### src/rtl/srs_pkg.sv
`timescale 1ns / 1ps

package srs_pkg;

    localparam int MAX_STAGES_DEF = 8;

    localparam int STAGE_W = 3;
    localparam int COUNT_W = 8;
    localparam int CFG_W   = 64;
    localparam int CFG_IDX_W = 2;
    localparam int SCNT_W  = 4;

    typedef enum logic [1:0] {
        OUT_COMPLETE  = 2'd0,
        OUT_REEXECUTE = 2'd1,
        OUT_ABORT     = 2'd2,
        OUT_OTHER     = 2'd3
    } t_outcome;

    localparam logic [CFG_IDX_W-1:0] CFG_STAGE_COUNT  = 2'd0;
    localparam logic [CFG_IDX_W-1:0] CFG_STAGE_LIMITS = 2'd1;

    typedef struct packed {
        logic [STAGE_W-1:0] ran_stage;
        logic               ran;
        logic [STAGE_W-1:0] next_stage;
        logic               restarted;
        logic               at_start;
    } t_result;

endpackage

### src/rtl/srs_step.sv
`timescale 1ns / 1ps

module srs_step #(
    parameter int MAX_STAGES = srs_pkg::MAX_STAGES_DEF
) (
    input  logic                          i_clk,
    input  logic                          i_rst_n,
    input  logic                          i_cfg_we,
    input  logic [srs_pkg::CFG_IDX_W-1:0] i_cfg_index,
    input  logic [srs_pkg::CFG_W-1:0]     i_cfg_data,
    input  logic                          i_accept,
    input  logic [1:0]                    i_outcome,
    output srs_pkg::t_result              o_result
);
    import srs_pkg::*;

    localparam int IDX_W = (MAX_STAGES > 1) ? $clog2(MAX_STAGES) : 1;
    localparam logic [SCNT_W-1:0] MAX_CNT = SCNT_W'(MAX_STAGES);

    logic [SCNT_W-1:0]  r_stage_count;
    logic [CFG_W-1:0]   r_stage_limits;
    logic [STAGE_W-1:0] r_cur, n_cur;
    logic [COUNT_W-1:0] r_used [MAX_STAGES];
    logic [COUNT_W-1:0] n_used_cur;
    logic               wr_used;

    logic [SCNT_W-1:0]  eff_count;
    logic [SCNT_W-1:0]  adv_sum;
    logic [STAGE_W-1:0] adv_idx;
    logic [COUNT_W-1:0] limit;
    logic [COUNT_W-1:0] used_cur;
    logic [COUNT_W:0]   used_inc;
    logic               ran;
    logic               restarted;
    logic [COUNT_W-1:0] used0_next;
    logic [IDX_W-1:0]   cur_i;

    assign cur_i    = r_cur[IDX_W-1:0];
    assign limit    = r_stage_limits[r_cur*COUNT_W +: COUNT_W];
    assign used_cur = r_used[cur_i];
    assign used_inc = {1'b0, used_cur} + 1'b1;

    always_comb begin
        if (r_stage_count == '0) begin
            eff_count = SCNT_W'(1);
        end else if (r_stage_count > MAX_CNT) begin
            eff_count = MAX_CNT;
        end else begin
            eff_count = r_stage_count;
        end
        adv_sum = {1'b0, r_cur} + 1'b1;
        adv_idx = (adv_sum >= eff_count) ? '0 : adv_sum[STAGE_W-1:0];
    end

    always_comb begin
        n_cur      = r_cur;
        n_used_cur = used_cur;
        wr_used    = 1'b0;
        ran        = 1'b0;
        restarted  = 1'b0;
        if (limit == '0) begin
            n_cur = adv_idx;
        end else begin
            ran = 1'b1;
            case (t_outcome'(i_outcome))
                OUT_COMPLETE: begin
                    n_used_cur = '0;
                    wr_used    = 1'b1;
                    n_cur      = adv_idx;
                end
                OUT_REEXECUTE: begin
                    wr_used = 1'b1;
                    if (used_inc < {1'b0, limit}) begin
                        n_used_cur = used_inc[COUNT_W-1:0];
                    end else begin
                        // retries used up, same as abort
                        n_used_cur = '0;
                        n_cur      = '0;
                        restarted  = 1'b1;
                    end
                end
                OUT_ABORT: begin
                    n_used_cur = '0;
                    wr_used    = 1'b1;
                    n_cur      = '0;
                    restarted  = 1'b1;
                end
                default: begin
                end
            endcase
        end
        used0_next = (wr_used && r_cur == '0) ? n_used_cur : r_used[0];
    end

    assign o_result.ran_stage  = r_cur;
    assign o_result.ran        = ran;
    assign o_result.next_stage = n_cur;
    assign o_result.restarted  = restarted;
    assign o_result.at_start   = (n_cur == '0) && (used0_next == '0);

    always_ff @(posedge i_clk) begin
        if (!i_rst_n) begin
            r_stage_count  <= SCNT_W'(1);
            r_stage_limits <= '0;
            r_cur          <= '0;
            for (int k = 0; k < MAX_STAGES; k++) begin
                r_used[k] <= '0;
            end
        end else if (i_cfg_we) begin
            unique case (i_cfg_index)
                CFG_STAGE_COUNT: begin
                    r_stage_count <= i_cfg_data[SCNT_W-1:0];
                    for (int k = 0; k < MAX_STAGES; k++) begin
                        r_used[k] <= '0;
                    end
                end
                CFG_STAGE_LIMITS: begin
                    r_stage_limits <= i_cfg_data;
                    for (int k = 0; k < MAX_STAGES; k++) begin
                        r_used[k] <= '0;
                    end
                end
                default: begin
                end
            endcase
        end else if (i_accept) begin
            r_cur <= n_cur;
            if (wr_used) begin
                r_used[cur_i] <= n_used_cur;
            end
        end
    end

endmodule

### src/rtl/srs_skid.sv
`timescale 1ns / 1ps

module srs_skid (
    input  logic             i_clk,
    input  logic             i_rst_n,
    input  logic             i_accept,
    input  srs_pkg::t_result i_result,
    input  logic             i_out_stall,
    output logic             o_full,
    output logic             o_out_valid,
    output srs_pkg::t_result o_result
);
    import srs_pkg::*;

    logic    r_out_valid, r_skid_valid;
    t_result r_out, r_skid;
    logic    out_free;

    assign out_free    = !r_out_valid || !i_out_stall;
    assign o_full      = r_skid_valid;
    assign o_out_valid = r_out_valid;
    assign o_result    = r_out;

    always_ff @(posedge i_clk) begin
        if (!i_rst_n) begin
            r_out_valid  <= 1'b0;
            r_skid_valid <= 1'b0;
        end else if (out_free) begin
            // skid word goes first, a new word cannot arrive while it is held
            r_out_valid  <= r_skid_valid || i_accept;
            r_skid_valid <= 1'b0;
        end else if (i_accept) begin
            r_skid_valid <= 1'b1;
        end
    end

    always_ff @(posedge i_clk) begin
        if (out_free) begin
            r_out <= r_skid_valid ? r_skid : i_result;
        end else if (i_accept) begin
            r_skid <= i_result;
        end
    end

endmodule

### src/rtl/staged_retry_sequencer_top.sv
`timescale 1ns / 1ps
// output: each accepted outcome word yields a registered result word, held in the skid word while the output stalls
// throughput: one outcome per cycle while o_in_stall is low, set by the single counter
// read-modify-write on the per-stage used counts; a two-word output buffer keeps
// accepting while one result waits
// reset: synchronous active low; stage 0, all used counts zero, stage count 1, all stage limits zero

module staged_retry_sequencer_top #(
    parameter int MAX_STAGES = srs_pkg::MAX_STAGES_DEF
) (
    input  logic                          i_clk,
    input  logic                          i_rst_n,
    input  logic                          i_cfg_we,
    input  logic [srs_pkg::CFG_IDX_W-1:0] i_cfg_index,
    input  logic [srs_pkg::CFG_W-1:0]     i_cfg_data,
    input  logic                          i_in_valid,
    output logic                          o_in_stall,
    input  logic [1:0]                    i_outcome,
    output logic                          o_out_valid,
    input  logic                          i_out_stall,
    output logic [srs_pkg::STAGE_W-1:0]   o_ran_stage,
    output logic                          o_ran,
    output logic [srs_pkg::STAGE_W-1:0]   o_next_stage,
    output logic                          o_restarted,
    output logic                          o_at_start
);
    import srs_pkg::*;

    logic    accept;
    t_result step_res;
    t_result out_res;

    assign accept = i_in_valid && !o_in_stall;

    srs_step #(
        .MAX_STAGES(MAX_STAGES)
    ) u_step (
        .i_clk      (i_clk),
        .i_rst_n    (i_rst_n),
        .i_cfg_we   (i_cfg_we),
        .i_cfg_index(i_cfg_index),
        .i_cfg_data (i_cfg_data),
        .i_accept   (accept),
        .i_outcome  (i_outcome),
        .o_result   (step_res)
    );

    srs_skid u_skid (
        .i_clk      (i_clk),
        .i_rst_n    (i_rst_n),
        .i_accept   (accept),
        .i_result   (step_res),
        .i_out_stall(i_out_stall),
        .o_full     (o_in_stall),
        .o_out_valid(o_out_valid),
        .o_result   (out_res)
    );

    assign o_ran_stage  = out_res.ran_stage;
    assign o_ran        = out_res.ran;
    assign o_next_stage = out_res.next_stage;
    assign o_restarted  = out_res.restarted;
    assign o_at_start   = out_res.at_start;

    a_skid_needs_out: assert property (@(posedge i_clk) disable iff (!i_rst_n)
        o_in_stall |-> o_out_valid)
        else $error("skid word held without an output word");

    a_restart_to_zero: assert property (@(posedge i_clk) disable iff (!i_rst_n)
        (o_out_valid && o_restarted) |-> (o_ran && o_next_stage == '0))
        else $error("restart without a handled stage or not at stage 0");

    a_start_at_zero: assert property (@(posedge i_clk) disable iff (!i_rst_n)
        (o_out_valid && o_at_start) |-> (o_next_stage == '0))
        else $error("at_start flagged away from stage 0");

    a_accept_gives_word: assert property (@(posedge i_clk) disable iff (!i_rst_n)
        (i_in_valid && !o_in_stall) |=> o_out_valid)
        else $error("accepted word produced no result");

endmodule
### config.mk
export PLATFORM = sky130hd
export DESIGN_NAME = staged_retry_sequencer_top
export DESIGN_NICKNAME = d
export VERILOG_FILES = /design/src/rtl/srs_pkg.sv /design/src/rtl/srs_step.sv /design/src/rtl/srs_skid.sv /design/src/rtl/staged_retry_sequencer_top.sv
export SDC_FILE = /design/constraint.sdc
export NUM_CORES = 1
export LEC_CHECK = 0
export BUFFER_PORTS_ARGS = -buffer_cell sky130_fd_sc_hd__buf_2
export CAP_MARGIN = 25
export CORE_MARGIN = 2
export CORE_UTILIZATION = 59
export CTS_CLUSTER_SIZE = 20
export DETAILED_ROUTE_END_ITERATION = 10
export HOLD_SLACK_MARGIN = 0.06
export MAX_ROUTING_LAYER = met4
export PLACE_DENSITY = 0.8
export SETUP_SLACK_MARGIN = 0.3
export SYNTH_ARGS = -nofsm -noshare
export SYNTH_HDL_FRONTEND = slang
export SYNTH_SLANG_ARGS = --single-unit
### constraint.sdc
create_clock -name i_clk -period 4.85 [get_ports i_clk]
set_input_delay 0.485 -clock i_clk [delete_from_list [all_inputs] [get_ports i_clk]]
set_output_delay 0.485 -clock i_clk [all_outputs]
set_load 0.01 [all_outputs]
==> qor.csv <==
stage;metric;value;unit
outcome;status;finished clean;
logic_synthesis;syn_area_per_cell;10.25;µm²
route;drt_iter0_drc;519;
logic_synthesis;synth_edf_count;82;
finish;finalInstanceArea;8984;µm²
timing;tns;0;ps
logic_synthesis;synth_area_leaders;edfxtp_1 (32%), dfxtp_1 (20%), nand2_1 (8.0%);
clock_tree;numCtsBuffers;17;
placement;finalWeightedCongestion;1.065;
placement;placedCellCount;991;
clock_tree;cts_root_buf;clkbuf_16;
logic_synthesis;yosysUniqueCellTypes;75;
logic_synthesis;synth_top_flop_cell;edfxtp_1;
timing;finalHoldViolCount;0;
route;vias;6038;
clock_tree;htreeDepth;4;
timing;setup_ws;500.8;ps
grt;grt.overflow.total;0;
setup_path;crit_family;compound AO/OA/AOI/OAI gates;
floorplanning;core;12620;µm²
pwr;vdd_drop_max;0.0002054;V
timing;period_share;89.67;%
logic_synthesis;synth-seq-cells;158;
timing;fmax;229.9;MHz
finish;area_growth;18.00;%
logic_synthesis;syn_inst;743;
route;remaining_drc_errors;0;
logic_synthesis;synth_nets;834;
clock_tree;clk_pin_slew_worst_paths;60;ps
pwr;p_total;3.314;mW
grt;grtUsageTotal;29.37;%
floorplanning;initial_core_util;60.33;%
placement;placed_area;8346;µm²
clock_tree;cts.sink_count;158;
floorplanning;die_h;117.6;µm
setup_path;cp-end-kind;flip-flop;
setup_path;max_stage_delay;1000;ps
logic_synthesis;netlist_area;7614;µm²
timing;rsz0062_at_grt;no;
finish;final_cells;1025;
finish;drive_gt1_share;24.27;%
placement;portBuffers;83;
setup_path;crit_type;flip-flop to flip-flop;
timing;finalClockSkew;8.601;ps
route;wl;19300;µm
floorplanning;fp.dieW;117.6;µm
placement;hpwl;13780;µm
grt;first_global_vias;5962;
logic_synthesis;async_reset_ff_share;0;%
placement;pre_cts_slack;304.3;ps
finish;fillers;934;
finish;nets;931;
setup_path;cp_slowest_cell;dfxtp_1;
timing;worst_pin_slew;1034;ps
timing;slew_headroom;30.95;%
route;drtAntennaViolNets;0;
pwr;power.density;368.8;nW/µm²
clock_tree;cts_tree;done;
setup_path;worstPathMaxFanout;19;
setup_path;critical_path_buf_inv_count;1;
route;vias_per_cell;5.891;
setup_path;crit_chain;buf_4 -> mux4_2 -> mux2i_1 -> ha_1 -> a21oi_1 -> o21ai_1 -> a221oi_2 -> o311ai_4 -> or2_4 -> a21boi_4 -> a21oi_2 -> o21ai_4 -> o311a_1;
logic_synthesis;yosysSeqAreaShare;52.33;%
timing;fin_crit;4349;ps
timing;worst_hold_slack;295.3;ps
floorplanning;placementRows;41;
logic_synthesis;synth_area_leader_cell;edfxtp_1;
grt;antenna_found_initial;0;
grt;grt_pass1_wl;30330;µm
clock_tree;clk_path_buf_depth;2;
hold_path;hp-class;input pin to flip-flop;
route;wl_per_cell;18.83;µm
logic_synthesis;synth_top_area_share;32.34;%
logic_synthesis;yosys_warnings;0;
floorplanning;io_pins;84;
pwr;power.leakage;3.379;nW
logic_synthesis;synthMostInstantiatedCell;nand2_1;
setup_path;start_kind;flip-flop;
clock_tree;clock_latency;430;ps
floorplanning;dieArea;13830;µm²
finish;multi_input_area;3446;µm²
setup_path;crit_required;5180;ps
job;max_cap_viol_count;0;
finish;register_area;3984;µm²
setup_path;cp.arrival;4680;ps
grt;grt_start_max_net_pins;65;
timing;maxSlewViolCount;0;
timing;setup_viol_count_final;0;
route;dr.pass1.iters;5;
finish;fin_util;71.19;%
finish;diodes;0;
logic_synthesis;synth_common_cells;nand2_1 (163), nor2_1 (99), edfxtp_1 (82);
-- path summary, 6_finish.rpt --
check        slack (ps)                         to  cells past startpoint                       from
min                 300  u_step.r_stage_limits[48]                      3             i_cfg_data[48]
min reg2reg         460  u_step.r_stage_limits[54]                      2  u_step.r_stage_limits[54]
max reg2reg         500            u_step.cur_i[2]                     13            u_step.cur_i[1]
max                 500            u_step.cur_i[2]                     13            u_step.cur_i[1]
-- repair_timing --
action                     4_1_cts  5_1_grt
setup endpoints to repair        9       48
hold buffers                     0        0
pin swaps                        0        1
setup buffers                    0        1
gates resized for setup          1       12
-- sequential cells by signal (all words and copies together), names as in the netlist, named ones only --
name,cells
u_skid.o_out_valid,1
u_step.r_used,64
u_skid.o_result,9
u_skid.o_full,1
u_step.cur_i,3
u_step.r_stage_count,4
u_step.r_stage_limits,64
u_skid.r_skid,9
-- cells by family (layout without fill, tap and decap cells) --
family                     after synthesis  count (layout)  share of synthesized area, %
DFF                                    158             158                         52.33
adders and majority gates               18              18                         2.958
muxes                                   57              57                         11.50
AOI/OAI and AO/OA                      131             131                         11.39
and+or+nand+nor                        314             314                         17.58
xor gates and xnor gates                 7               7                        0.8053
buffers and inverters                   58             168                         3.435
-- area by class of cell --
cell class / count / share of cell area, %
flip-flops and latches: 158 / 44.35
multi-input cells: 527 / 38.36
repair buffers: 122 / 8.301
clock buffers: 22 / 4.944
well taps: 172 / 2.396
clock inverters: 10 / 1.072
inverters: 14 / 0.5850
-- layer usage --
metal | GRT usage, % | share of wire [%] | wire length (µm)
met1 | 35.61 | 38 | 7367
met4 | 15.36 | 4.2 | 811
met5 | - | 0 | 0
met3 | 6.105 | 8.0 | 1553
met2 | 46.67 | 50 | 9569
-- layout by cell type, fill, tap and decap left out, types with 4 or more instances in the layout --
cell type and n:
a21oi_1 76, mux4_2 18, edfxtp_1 82, or3_1 5, ha_1 18, or2_2 4
clkbuf_16 17, a22oi_1 4, dfxtp_1 76, o21ai_0 7, nand3_1 7, mux2_2 9
inv_1 12, buf_4 36, clkinv_1 7, a21o_1 4, mux2i_1 23, clkbuf_1 5
nand2_1 163, a31oi_1 5, nor2_1 97, buf_2 83, nand2b_1 5, nor3_1 7
nor2b_1 4
-- tightest hold or removal path, stage by stage --
cell and delay, ps:
buf_2 90, nand2_1 50, a21oi_1 50
-- power breakdown --
part           internal (mW)  switching, mW
logic                  0.231          0.324
clock network          0.746          0.497
registers               1.48         0.0389
total                   2.45          0.860
No activity file was read; power rests on OpenSTA's default activity.
